## config.mk

```make
export PLATFORM = sky130hd
export DESIGN_NAME = sfw_queue
export DESIGN_NICKNAME = d
export VERILOG_FILES = /design/src/rtl/core/sfw_pkg.sv /design/src/rtl/core/sfw_queue.sv
export SDC_FILE = /design/constraint.sdc
export NUM_CORES = 1
export LEC_CHECK = 0
export BUFFER_PORTS_ARGS = -buffer_cell sky130_fd_sc_hd__buf_2
export CAP_MARGIN = 20
export CELL_PAD_IN_SITES_DETAIL_PLACEMENT = 1
export CELL_PAD_IN_SITES_GLOBAL_PLACEMENT = 1
export CORE_ASPECT_RATIO = 1.1
export CORE_MARGIN = 5
export CORE_UTILIZATION = 45
export CTS_BUF_LIST = sky130_fd_sc_hd__clkbuf_8
export CTS_CLUSTER_DIAMETER = 200
export DETAILED_ROUTE_END_ITERATION = 7
export PLACE_DENSITY_LB_ADDON = 0.2
export SETUP_SLACK_MARGIN = 0.2
export SYNTH_ARGS = -nofsm -noshare
export SYNTH_HDL_FRONTEND = slang
export SYNTH_SLANG_ARGS = --single-unit
```

## constraint.sdc

```tcl
create_clock -name clk_i -period 6.55 [get_ports clk_i]
set_input_delay 1.31 -clock clk_i [delete_from_list [all_inputs] [get_ports clk_i]]
set_output_delay 1.31 -clock clk_i [all_outputs]
set_load 0.05 [all_outputs]
```

## src/rtl/core/sfw_pkg.sv

```systemverilog
package sfw_pkg;

  localparam int unsigned MaxRowsDefault = 1024;
  localparam int unsigned QueueDepth     = 4;

  localparam int unsigned IdxW    = 21;
  localparam int unsigned ColW    = 12;
  localparam int unsigned RowNumW = 10;
  localparam int unsigned WgtW    = 17;
  localparam int unsigned RatioW  = 16;
  localparam int unsigned ZoneW   = 2;
  localparam int unsigned DistW   = 13;
  localparam int unsigned ProdW   = 29;
  localparam int unsigned DenW    = 30;
  localparam int unsigned FracW   = 16;
  localparam int unsigned NumExtW = 46;

  localparam logic [ColW-1:0]   WidthReset = 12'd1920;
  localparam logic [RatioW-1:0] RatioReset = 16'd256;

  typedef enum logic {
    REG_IMAGE_WIDTH = 1'b0,
    REG_RAMP_RATIO  = 1'b1
  } cfg_reg_e;

  typedef enum logic {
    KIND_LOAD  = 1'b0,
    KIND_PIXEL = 1'b1
  } kind_e;

  typedef enum logic [ZoneW-1:0] {
    ZONE_NONE  = 2'd0,
    ZONE_LEFT  = 2'd1,
    ZONE_RIGHT = 2'd2
  } zone_e;

  typedef struct packed {
    logic [ColW-1:0] left_lo;
    logic [ColW-1:0] left_hi;
    logic [ColW-1:0] right_lo;
    logic [ColW-1:0] right_hi;
  } bounds_t;

  typedef struct packed {
    kind_e              kind;
    logic [RowNumW-1:0] row_number;
    bounds_t            bounds;
    logic [IdxW-1:0]    pixel_index;
    logic [WgtW-1:0]    prior_weight;
  } item_t;

  typedef struct packed {
    logic            row_ok;
    logic [ColW-1:0] column;
    bounds_t         bounds;
    logic [WgtW-1:0] prior_weight;
  } pix_t;

  typedef struct packed {
    logic [ColW-1:0]   image_width;
    logic [RatioW-1:0] ramp_ratio;
  } cfg_t;

endpackage

```

## src/rtl/core/sfw_queue.sv

```systemverilog
module sfw_queue import sfw_pkg::*; #(
  parameter int unsigned Depth = QueueDepth
) (
  input  logic clk_i,
  input  logic rst_ni,
  input  logic push_i,
  input  pix_t data_i,
  output logic full_o,
  input  logic pop_i,
  output logic valid_o,
  output pix_t data_o
);

  localparam int unsigned PtrW = $clog2(Depth);
  localparam int unsigned CntW = $clog2(Depth + 1);

  pix_t            slot_q [Depth];
  logic [PtrW-1:0] wr_q, wr_d;
  logic [PtrW-1:0] rd_q, rd_d;
  logic [CntW-1:0] cnt_q, cnt_d;
  logic            do_push;
  logic            do_pop;

  assign full_o  = cnt_q == CntW'(Depth);
  assign valid_o = cnt_q != '0;
  assign data_o  = slot_q[rd_q];
  assign do_push = push_i && !full_o;
  assign do_pop  = pop_i && valid_o;

  always_comb begin
    wr_d  = wr_q;
    rd_d  = rd_q;
    cnt_d = cnt_q;
    if (do_push) begin
      wr_d = (wr_q == PtrW'(Depth - 1)) ? '0 : wr_q + PtrW'(1);
    end
    if (do_pop) begin
      rd_d = (rd_q == PtrW'(Depth - 1)) ? '0 : rd_q + PtrW'(1);
    end
    if (do_push && !do_pop) begin
      cnt_d = cnt_q + CntW'(1);
    end else if (do_pop && !do_push) begin
      cnt_d = cnt_q - CntW'(1);
    end
  end

  always_ff @(posedge clk_i or negedge rst_ni) begin
    if (!rst_ni) begin
      wr_q  <= '0;
      rd_q  <= '0;
      cnt_q <= '0;
    end else begin
      wr_q  <= wr_d;
      rd_q  <= rd_d;
      cnt_q <= cnt_d;
    end
  end

  always_ff @(posedge clk_i) begin
    if (do_push) begin
      slot_q[wr_q] <= data_i;
    end
  end

endmodule

```

==> qor.log <==
INFO  synthesis      yosys.area_share.xor_xnor=0.223%
INFO  cts            clockRootBuffer=sky130_fd_sc_hd__clkbuf_8
INFO  timing         min_period=4130ps
INFO  floorplanning  die_height=180um
INFO  place          buffer_ports.inserted=161
INFO  critical_path  critical_path_peak_fanout=38
INFO  grt            first_pass_grt_wire_length=35600um
INFO  drt            drt_first_pass_iters=4
INFO  timing         setup_repair_after_global_routing_missed_its_margin=false
INFO  min_path       min-delay-path-class=reg2reg
INFO  synthesis      synthesized_area_divided_by_synthesized_cell_count=26.5um^2
INFO  cts            cts-htree-levels=2
INFO  cts            tritoncts_clock_tree=done
INFO  grt            largest_net_degree_at_the_start_of_global_routing=51
INFO  final_layout   final_layout_size_suffix_gt1_share=47.4%
INFO  floorplanning  boundaryPins=162
INFO  grt            initial_antenna_violation_count=1
INFO  synthesis      share_of_the_synthesized_area_in_compound_gates_ao_oa_aoi_oai=0%
INFO  drt            vias=5267
INFO  floorplanning  fp-row-count=62
INFO  grt            gr-total-overflow=0
INFO  synthesis      synthMostInstantiatedCell=sky130_fd_sc_hd__edfxtp_1
INFO  final_layout   final_area=13800um^2
INFO  synthesis      syn_std_cell_area=11800um^2
INFO  flow_run       max_cap_violations=0
INFO  timing         maxSlewViolCount=0
INFO  drt            route.detailed.drc=0
INFO  final_layout   final-seq-area=9550um^2
INFO  timing         fmax=0.242GHz
INFO  final_layout   finish.net_count=737
INFO  cts            cts.sink_count=319
INFO  drt            route.final.wire_length=22800um
INFO  timing         setup_viol=0
INFO  grt            grt_pass1_vias=6184
INFO  grt            global_route.usage.total=15.7%
INFO  place          dp.final_hpwl=13900um
INFO  synthesis      ys_seq_elements=319
INFO  synthesis      synth_top_cell_by_area=sky130_fd_sc_hd__edfxtp_1
INFO  timing         hold_violations=0
INFO  drt            wire_per_inst=22.0um
INFO  synthesis      yosysSeqAreaShare=80.9%
INFO  cts            clk-insertion-delay-late=550ps
INFO  cts            cts_buffers=50
INFO  synthesis      synthTopCellsByArea=sky130_fd_sc_hd__edfxtp_1, sky130_fd_sc_hd__mux4_2, sky130_fd_sc_hd__dfrtp_1
INFO  synthesis      synth-adder-area-share=0.806%
INFO  floorplanning  die-width=164um
INFO  synthesis      synth.lib_cells_used.distinct=20
INFO  cts            cts.hold.buffers_added=0
INFO  critical_path  critical_path.endpoint_type=output pin
INFO  final_layout   num_antenna_cells=0
INFO  cts            post_cts_setup_buffers=0
INFO  final_layout   fillers=2282
INFO  pwr            vdd_drop_max=0.000286V
INFO  synthesis      synth_cells=445
INFO  drt            drt-vias-per-instance=5.08
INFO  floorplanning  initial_core_utilization=45.4%
INFO  pwr            power.density=515nW/um^2
INFO  timing         worst_slew_pin_slew=801ps
INFO  cts            cts-root-to-sink-buffers=3
INFO  synthesis      synth_top_cells_by_count=sky130_fd_sc_hd__edfxtp_1, sky130_fd_sc_hd__mux4_2, sky130_fd_sc_hd__buf_12, sky130_fd_sc_hd__buf_2, sky130_fd_sc_hd__dfrtp_1
INFO  timing         period_share=63.0%
INFO  timing         fin_tns_setup=0ps
INFO  synthesis      synthMuxAreaShare=15.4%
INFO  synthesis      synth-main-ff-cell=sky130_fd_sc_hd__edfxtp_1
INFO  final_layout   layout-area-overhead-vs-synth=16.9%
INFO  timing         slew-limit-headroom=46.6%
INFO  floorplanning  die-area=29600um^2
INFO  critical_path  required=5240ps
INFO  synthesis      ys_warn_count=0
INFO  synthesis      synth_fp_nets=534
INFO  floorplanning  core_region_area=26000um^2
INFO  synthesis      ys_async_rst_share=2.19%
INFO  synthesis      synth_top_family_by_area=multiplexers
INFO  pwr            p_leak=0.00475uW
INFO  drt            detailedRoute.firstIterationViolations=317
INFO  critical_path  worstPathArrival=2820ps
INFO  place          gp_routability_congestion=0.694
INFO  critical_path  setup.worst_path.start_class=flop
INFO  critical_path  criticalPathCategory=reg2out
INFO  outcome        status=finished, final reports clean
INFO  synthesis      yosys.area_share.simple=0.742%
INFO  drt            ant_nets=0
INFO  timing         worst_clock_skew=19.6ps
INFO  cts            clkTransAtPathRegs=70ps
INFO  place          place_area=12900um^2
INFO  synthesis      synth-edff-count=312
INFO  final_layout   multi_input_area=2040um^2
INFO  cts            post_cts_sizing_count=0
INFO  synthesis      synth_top_cell_area_share=79.4%
where the power goes:
| group | total, uW | switching [uW] | internal [uW] | leakage [uW] |
|---|---|---|---|---|
| logic | 2740 | 1930 | 818 | 0.00130 |
| clock network | 1480 | 717 | 763 | 0.000506 |
| registers | 2880 | 180 | 2700 | 0.00294 |
| total | 7110 | 2820 | 4280 | 0.00475 |
final timing paths:
check	startpoint	to	slack (ps)	cells after the start
worst min-delay path	cnt_q[2]	cnt_q[2]	530	1
worst max-delay path	rd_q[0]	data_o[53]	2420	3
worst min register to register	cnt_q[2]	cnt_q[2]	530	1
worst max register to register	cnt_q[2]	slot_q[1][45]	4010	4
min in group asynchronous	rst_ni	rd_q[1]	590	1
max in group asynchronous	rst_ni	rd_q[0]	5750	1
state kept, by name (all words and copies together) (netlist names):
signal / count
cnt_q: 3
rd_q: 2
slot_q: 312
wr_q: 2
cell families after synthesis:
family | count (synthesis)
flops | 319
mux | 83
buf+inv | 21
simple gates | 12
fa+ha+maj | 7
xor+xnor | 3
layout by cell type, fill, tap and decap left out:
cell type and count:
sky130_fd_sc_hd__edfxtp_1 312, sky130_fd_sc_hd__buf_2 161, sky130_fd_sc_hd__mux4_2 78, sky130_fd_sc_hd__clkbuf_8 51, sky130_fd_sc_hd__inv_1 15, sky130_fd_sc_hd__clkinv_1 14
sky130_fd_sc_hd__clkinv_2 10, sky130_fd_sc_hd__buf_4 8, sky130_fd_sc_hd__ha_1 6, sky130_fd_sc_hd__mux2_2 5, sky130_fd_sc_hd__dfrtp_1 5, sky130_fd_sc_hd__and2_4 3
sky130_fd_sc_hd__nor2_1 3, sky130_fd_sc_hd__xor2_1 2, sky130_fd_sc_hd__dfrtp_4 2, sky130_fd_sc_hd__or3_4 1, sky130_fd_sc_hd__nand2_4 1, sky130_fd_sc_hd__nor3b_4 1
sky130_fd_sc_hd__nor2b_2 1, sky130_fd_sc_hd__nand2_1 1, sky130_fd_sc_hd__nor2_4 1, sky130_fd_sc_hd__xnor2_1 1, sky130_fd_sc_hd__fa_1 1, sky130_fd_sc_hd__clkinvlp_4 1
sky130_fd_sc_hd__bufinv_16 1
area by class of cell:
type / instances / share of cell area (%)
clock inverters: 38 / 1.34
inverters: 3 / 0.0816
clock buffers: 51 / 5.09
flip-flops and latches: 319 / 69.2
multi-input cells: 105 / 14.8
repair buffers: 169 / 6.28
well taps: 352 / 3.19
critical path, cell delays in order (launching register included):
cell	delay, ps
sky130_fd_sc_hd__dfrtp_4	700
sky130_fd_sc_hd__buf_4	690
sky130_fd_sc_hd__mux4_2	620
sky130_fd_sc_hd__buf_2	230
metrics by stage:
step           cells  setup WS (ps)  total power [uW]  util, %  hold WS [ps]
2_1_floorplan    445           1400              5170        -           464
3_3_place_gp     948           2900              5680     49.7           481
3_5_place_dp     948           2890              5740     49.7           529
4_1_cts         1037           2280              7250     53.1           540
5_1_grt         1037           2180              7460     53.1           556
6_report        1037           2420              7110     53.1           530
layer usage:
layer / vias up / share of wire [%] / GRT usage (%)
met5: - / 0.031 / 0
met4: 2 / 2.3 / 4.73
met3: 48 / 5.6 / 3.83
met2: 136 / 54 / 27.9
met1: 2759 / 38 / 19.0
li1: 2322 / - / -
Power figures use the tool's default switching activity.
