==> config.mk <==
export PLATFORM = sky130hd
export DESIGN_NAME = sfw_back
export DESIGN_NICKNAME = d
export VERILOG_FILES = /design/src/rtl/core/sfw_pkg.sv /design/src/rtl/core/sfw_back.sv
export SDC_FILE = /design/constraint.sdc
export NUM_CORES = 2
export LEC_CHECK = 0
export BUFFER_PORTS_ARGS = -buffer_cell sky130_fd_sc_hd__clkbuf_2
export CAP_MARGIN = 10
export CORE_ASPECT_RATIO = 0.75
export CORE_UTILIZATION = 60
export CTS_CLUSTER_SIZE = 8
export DETAILED_ROUTE_END_ITERATION = 8
export PLACE_DENSITY = 0.75
export SYNTH_ARGS = -nofsm -noshare
export SYNTH_HDL_FRONTEND = slang
export SYNTH_SLANG_ARGS = --single-unit
==> constraint.sdc <==
create_clock -name clk_i -period 59 [get_ports clk_i]
set_input_delay 11.8 -clock clk_i [delete_from_list [all_inputs] [get_ports clk_i]]
set_output_delay 11.8 -clock clk_i [all_outputs]
set_load 0.05 [all_outputs]
==> src/rtl/core/sfw_pkg.sv <==
package sfw_pkg;

  localparam int unsigned MaxRowsDefault = 1024;
  localparam int unsigned QueueDepth     = 4;

  localparam int unsigned IdxW    = 21;
  localparam int unsigned ColW    = 12;
  localparam int unsigned RowNumW = 10;
  localparam int unsigned WgtW    = 17;
  localparam int unsigned RatioW  = 16;
  localparam int unsigned ZoneW   = 2;
  localparam int unsigned DistW   = 13;
  localparam int unsigned ProdW   = 29;
  localparam int unsigned DenW    = 30;
  localparam int unsigned FracW   = 16;
  localparam int unsigned NumExtW = 46;

  localparam logic [ColW-1:0]   WidthReset = 12'd1920;
  localparam logic [RatioW-1:0] RatioReset = 16'd256;

  typedef enum logic {
    REG_IMAGE_WIDTH = 1'b0,
    REG_RAMP_RATIO  = 1'b1
  } cfg_reg_e;

  typedef enum logic {
    KIND_LOAD  = 1'b0,
    KIND_PIXEL = 1'b1
  } kind_e;

  typedef enum logic [ZoneW-1:0] {
    ZONE_NONE  = 2'd0,
    ZONE_LEFT  = 2'd1,
    ZONE_RIGHT = 2'd2
  } zone_e;

  typedef struct packed {
    logic [ColW-1:0] left_lo;
    logic [ColW-1:0] left_hi;
    logic [ColW-1:0] right_lo;
    logic [ColW-1:0] right_hi;
  } bounds_t;

  typedef struct packed {
    kind_e              kind;
    logic [RowNumW-1:0] row_number;
    bounds_t            bounds;
    logic [IdxW-1:0]    pixel_index;
    logic [WgtW-1:0]    prior_weight;
  } item_t;

  typedef struct packed {
    logic            row_ok;
    logic [ColW-1:0] column;
    bounds_t         bounds;
    logic [WgtW-1:0] prior_weight;
  } pix_t;

  typedef struct packed {
    logic [ColW-1:0]   image_width;
    logic [RatioW-1:0] ramp_ratio;
  } cfg_t;

endpackage

==> src/rtl/core/sfw_back.sv <==
module sfw_back import sfw_pkg::*; (
  input  logic              clk_i,
  input  logic              rst_ni,
  input  cfg_t              cfg_i,
  input  logic              in_valid_i,
  output logic              in_pop_o,
  input  pix_t              in_item_i,
  output logic              out_valid_o,
  input  logic              out_ready_i,
  output logic [WgtW-1:0]   out_weight_o,
  output zone_e             out_zone_o
);

  localparam int unsigned Steps = WgtW;

  logic en;
  logic out_v_q;

  assign en       = !out_v_q || out_ready_i;
  assign in_pop_o = en && in_valid_i;

  // stage 0: span test and distances
  logic [DistW-1:0] x1;
  logic [DistW-1:0] x0;
  logic             in_l;
  logic             in_r;
  zone_e            zone;
  logic [DistW-1:0] lo_sel;
  logic [DistW-1:0] hi2_sel;

  assign x0   = {1'b0, in_item_i.column};
  assign x1   = x0 + DistW'(1);
  assign in_l = in_item_i.row_ok
             && (x1 >= {1'b0, in_item_i.bounds.left_lo})
             && (x0 <= {1'b0, in_item_i.bounds.left_hi} + DistW'(2));
  assign in_r = in_item_i.row_ok
             && (x1 >= {1'b0, in_item_i.bounds.right_lo})
             && (x0 <= {1'b0, in_item_i.bounds.right_hi} + DistW'(2));

  always_comb begin
    if (in_l) begin
      zone    = ZONE_LEFT;
      lo_sel  = {1'b0, in_item_i.bounds.left_lo};
      hi2_sel = {1'b0, in_item_i.bounds.left_hi} + DistW'(2);
    end else if (in_r) begin
      zone    = ZONE_RIGHT;
      lo_sel  = {1'b0, in_item_i.bounds.right_lo};
      hi2_sel = {1'b0, in_item_i.bounds.right_hi} + DistW'(2);
    end else begin
      zone    = ZONE_NONE;
      lo_sel  = '0;
      hi2_sel = '0;
    end
  end

  logic             b0_v_q;
  zone_e            b0_zone_q;
  logic [DistW-1:0] b0_dl_q;
  logic [DistW-1:0] b0_dr_q;
  logic [WgtW-1:0]  b0_prior_q;

  logic             b1_v_q;
  zone_e            b1_zone_q;
  logic [ProdW-1:0] b1_a_q;
  logic [ProdW-1:0] b1_b_q;
  logic [WgtW-1:0]  b1_prior_q;

  logic             b2_v_q;
  zone_e            b2_zone_q;
  logic [DenW-1:0]  b2_den_q;
  logic [ProdW-1:0] b2_num_q;
  logic [WgtW-1:0]  b2_prior_q;

  logic [NumExtW-1:0] n_ext;

  assign n_ext = {b2_num_q, {FracW{1'b0}}} + NumExtW'(b2_den_q >> 1);

  logic              d_v_q     [0:Steps];
  zone_e             d_zone_q  [0:Steps];
  logic              d_zero_q  [0:Steps];
  logic [DenW-1:0]   d_den_q   [0:Steps];
  logic [DenW-1:0]   d_rem_q   [0:Steps];
  logic [WgtW-1:0]   d_low_q   [0:Steps];
  logic [WgtW-1:0]   d_quo_q   [0:Steps];
  logic [WgtW-1:0]   d_prior_q [0:Steps];

  always_ff @(posedge clk_i or negedge rst_ni) begin
    if (!rst_ni) begin
      b0_v_q   <= 1'b0;
      b1_v_q   <= 1'b0;
      b2_v_q   <= 1'b0;
      d_v_q[0] <= 1'b0;
    end else if (en) begin
      b0_v_q   <= in_valid_i;
      b1_v_q   <= b0_v_q;
      b2_v_q   <= b1_v_q;
      d_v_q[0] <= b2_v_q;
    end
  end

  always_ff @(posedge clk_i) begin
    if (en) begin
      b0_zone_q   <= zone;
      b0_dl_q     <= x1 - lo_sel;
      b0_dr_q     <= hi2_sel - x0;
      b0_prior_q  <= in_item_i.prior_weight;

      b1_zone_q   <= b0_zone_q;
      b1_a_q      <= ProdW'(b0_dl_q * cfg_i.ramp_ratio);
      b1_b_q      <= ProdW'({b0_dr_q, 8'b0});
      b1_prior_q  <= b0_prior_q;

      b2_zone_q   <= b1_zone_q;
      b2_den_q    <= DenW'(b1_a_q) + DenW'(b1_b_q);
      b2_num_q    <= (b1_zone_q == ZONE_LEFT) ? b1_a_q : b1_b_q;
      b2_prior_q  <= b1_prior_q;

      d_zone_q[0]  <= b2_zone_q;
      d_zero_q[0]  <= b2_den_q == '0;
      d_den_q[0]   <= b2_den_q;
      d_rem_q[0]   <= DenW'(n_ext[NumExtW-1:WgtW]);
      d_low_q[0]   <= n_ext[WgtW-1:0];
      d_quo_q[0]   <= '0;
      d_prior_q[0] <= b2_prior_q;
    end
  end

  // rounded quotient, one bit per stage
  for (genvar s = 1; s <= Steps; s++) begin : g_div
    logic [DenW:0] cand;
    logic          ge;
    logic [DenW:0] diff;

    assign cand = {d_rem_q[s-1], d_low_q[s-1][Steps-s]};
    assign ge   = cand >= {1'b0, d_den_q[s-1]};
    assign diff = cand - {1'b0, d_den_q[s-1]};

    always_ff @(posedge clk_i or negedge rst_ni) begin
      if (!rst_ni) begin
        d_v_q[s] <= 1'b0;
      end else if (en) begin
        d_v_q[s] <= d_v_q[s-1];
      end
    end

    always_ff @(posedge clk_i) begin
      if (en) begin
        d_zone_q[s]  <= d_zone_q[s-1];
        d_zero_q[s]  <= d_zero_q[s-1];
        d_den_q[s]   <= d_den_q[s-1];
        d_rem_q[s]   <= ge ? diff[DenW-1:0] : cand[DenW-1:0];
        d_low_q[s]   <= d_low_q[s-1];
        d_quo_q[s]   <= {d_quo_q[s-1][WgtW-2:0], ge};
        d_prior_q[s] <= d_prior_q[s-1];
      end
    end
  end

  logic [WgtW-1:0] weight;
  logic [WgtW-1:0] out_w_q;
  zone_e           out_zone_q;

  always_comb begin
    if (d_zone_q[Steps] == ZONE_NONE) begin
      weight = d_prior_q[Steps];
    end else if (d_zero_q[Steps]) begin
      weight = '0;
    end else begin
      weight = d_quo_q[Steps];
    end
  end

  always_ff @(posedge clk_i or negedge rst_ni) begin
    if (!rst_ni) begin
      out_v_q <= 1'b0;
    end else if (en) begin
      out_v_q <= d_v_q[Steps];
    end
  end

  always_ff @(posedge clk_i) begin
    if (en) begin
      out_w_q    <= weight;
      out_zone_q <= d_zone_q[Steps];
    end
  end

  assign out_valid_o  = out_v_q;
  assign out_weight_o = out_w_q;
  assign out_zone_o   = out_zone_q;

endmodule

==> reports/qor.csv <==
metric;value;unit
tritoncts;yes;
endpoint;in_pop_o;
finalNonFillerCells;10300;
routed_via_density;5.92;
dieArea;161000;sq um
ff2ff_path_depth;19;
synth_adder_area_share;12.6;%
critPathTopFamily;buffers and inverters;
cp.arrival;12.66;ns
crit_path_max_incr_delay;0.31;ns
drv_slew;0;
min_period_over_period;41.5;%
skew;0.0836;ns
relSlewSlack;23.5;%
place.gp.congestion;0.941;
synthMuxAreaShare;2.70;%
postCtsResizedCells;0;
cts.sinks;1758;
syn_inst;7986;
dp_hpwl;149;mm
cts-htree-levels;4;
die_w;463;microns
nets;9176;
synth-seq-cells;1758;
async_flop_share;1.25;%
crit_path_start_kind;input pin;
grt_max_degree;190;
drive_above_1_share;6.26;%
timing.rr.start;b0_dl_q[9];
port-buffer-count;118;
syn_nets;8955;
hold_path_class;reg2reg;
status;completed;
crit_top_cell;clkbuf_2;
die_y;347;microns
grt_pass1_wl;327;mm
final_cell_mix;1736 x edfxtp_1, 928 x inv_1, 685 x ha_1;
rsz0062_at_grt;false;
tns;0;ns
maxCapViolations;0;
ys_seq_area_share;55.2;%
gr-usage-all-layers;25.7;%
hold_viol;0;
numCtsBuffers;238;
worstPathRequired;47.20;ns
nFillCells;11400;
postSynthAreaPerCell;12.0;sq um
drt_iter0_drc;6291;
multiInputGateArea;38700;sq um
synth_compound_area_share;11.8;%
dr.pass1.iters;6;
start_util;60.6;%
hold_slack;0.362;ns
ctsRootBufferMaster;clkbuf_16;
setup_viol;0;
syn_to_final_growth;9.90;%
num_rows;126;
r2r_setup_slack;52.76;ns
yosys_warnings;0;
path_buf_inv;3;
vias;61200;
overflow;0;
detail_route.wl_per_cell;20.2;microns
final_common_cell;edfxtp_1;
cts_buffer_depth;3;
cts_hold_buf;0;
clkLatencyLatePin;0.89;ns
netlist_area;95500;sq um
crit_start;out_ready_i;
drc;0;
path_clk_slew;0.05;ns
max_freq;40.9;MHz
grt_pass1_vias;60000;
cp-end-kind;output pin;
cp.depth;5;
slowest_stage;buf_4;
fin_crit;24.46;ns
crit_type;in2out;
grt_antenna_before_repair;3;
crit_chain;clkbuf_2 > nor2b_2 > buf_4 > nor2b_1 > clkbuf_2;
synth-edff-count;1736;
cp_max_fo;24;
io_pins;131;
layout.area.seq;52700;sq um
ys_dominant_reg_cell;edfxtp_1;
dp_cells;10100;
ant_nets;0;
synth_top_family_by_area;adder cells;
synthXorXnorAreaFrac;4.56;%
core;158000;sq um
wl;209;mm
cts_setup_buffers;0;
worstMarginPinSlew;1.14;ns
ys_types;87;
r2r_end;b1_a_q[28];
yosys.area_share.simple;8.72;%
## state kept, by name, indices dropped and copies added, names as in the netlist, 18 cells and up
name	count
d_prior_q	306
d_zero_q	18
b2_num_q	29
d_den_q	510
d_quo_q	153
d_zone_q	36
b1_a_q	29
b2_den_q	30
d_rem_q	509
d_v_q	18
## final cells by class
cell class / count / area share [%]
Clock inverter: 18 / 0.422
Antenna cell: 1 / 0.00238
Multi-Input combinational cell: 5119 / 36.9
Tap cell: 2112 / 2.52
Timing Repair Buffer: 156 / 0.913
Clock buffer: 246 / 5.71
Inverter: 934 / 3.35
Sequential cell: 1758 / 50.2
## cells in the mapped netlist (166+ instances only)
master    count  area (sq um)
a21oi_1     480          2400
inv_1       929          3490
ha_1        685          8570
fa_1        174          3480
xor2_1      188          1650
edfxtp_1   1736         52100
o21ai_0     294          1470
xnor2_1     309          2710
o21ai_1     182           911
a21o_1      239          1790
nand2_1     596          2240
nor2_1      383          1440
mux2_1      166          1870
## worst reg2reg max path, delay by kind of cell, from the launching register on
kind            cells  cell delay [ns]
fa+ha+maj           6             2.99
flops               1             0.83
buf+inv             3             0.14
xor+xnor            1             0.30
compound gates      7             1.50
simple gates        2             0.26
## cells by family after synthesis
group / count (synthesis)
DFF: 1758
buffers and inverters: 1109
muxes: 231
and+or+nand+nor: 1744
AOI/OAI and AO/OA: 1788
xor gates and xnor gates: 497
adders and majority gates: 859
## through the flow
step / instance area [sq um] / setup WS (ns) / utilization (%)
after floorplan: 95500 / 11.48 / -
after global placement: 98500 / 34.56 / 62.5
after detailed placement: 98500 / 34.55 / 62.5
after CTS: 105000 / 34.54 / 66.5
after global routing: 105000 / 34.50 / 66.6
final: 105000 / 34.54 / 66.6
## worst min-delay path by stage
stage | end | cells after the start | slack [ns] | startpoint
6_report | d_prior_q[4][10] | 0 | 0.36 | d_prior_q[3][10]
5_1_grt | d_prior_q[1][14] | 0 | 0.37 | d_prior_q[0][14]
4_1_cts | d_quo_q[8][7] | 0 | 0.36 | d_quo_q[7][6]
3_5_place_dp | d_prior_q[0][13] | 0 | 0.40 | b2_prior_q[13]
3_3_place_gp | d_prior_q[3][15] | 0 | 0.40 | d_prior_q[2][15]
2_1_floorplan | b1_b_q[10] | 0 | 0.40 | b0_dr_q[2]
## routing by layer
layer | share of wire (%) | up-vias | GRT usage (%)
met5 | 0.048 | - | 0
met1 | 46 | 29800 | 38.2
met4 | 2.0 | 2 | 6.56
met3 | 7.4 | 278 | 4.85
li1 | - | 29100 | -
met2 | 44 | 2005 | 38.9
Power is not shown: default switching activity piles up to over one toggle a cycle in this logic, so the estimate is an artifact.
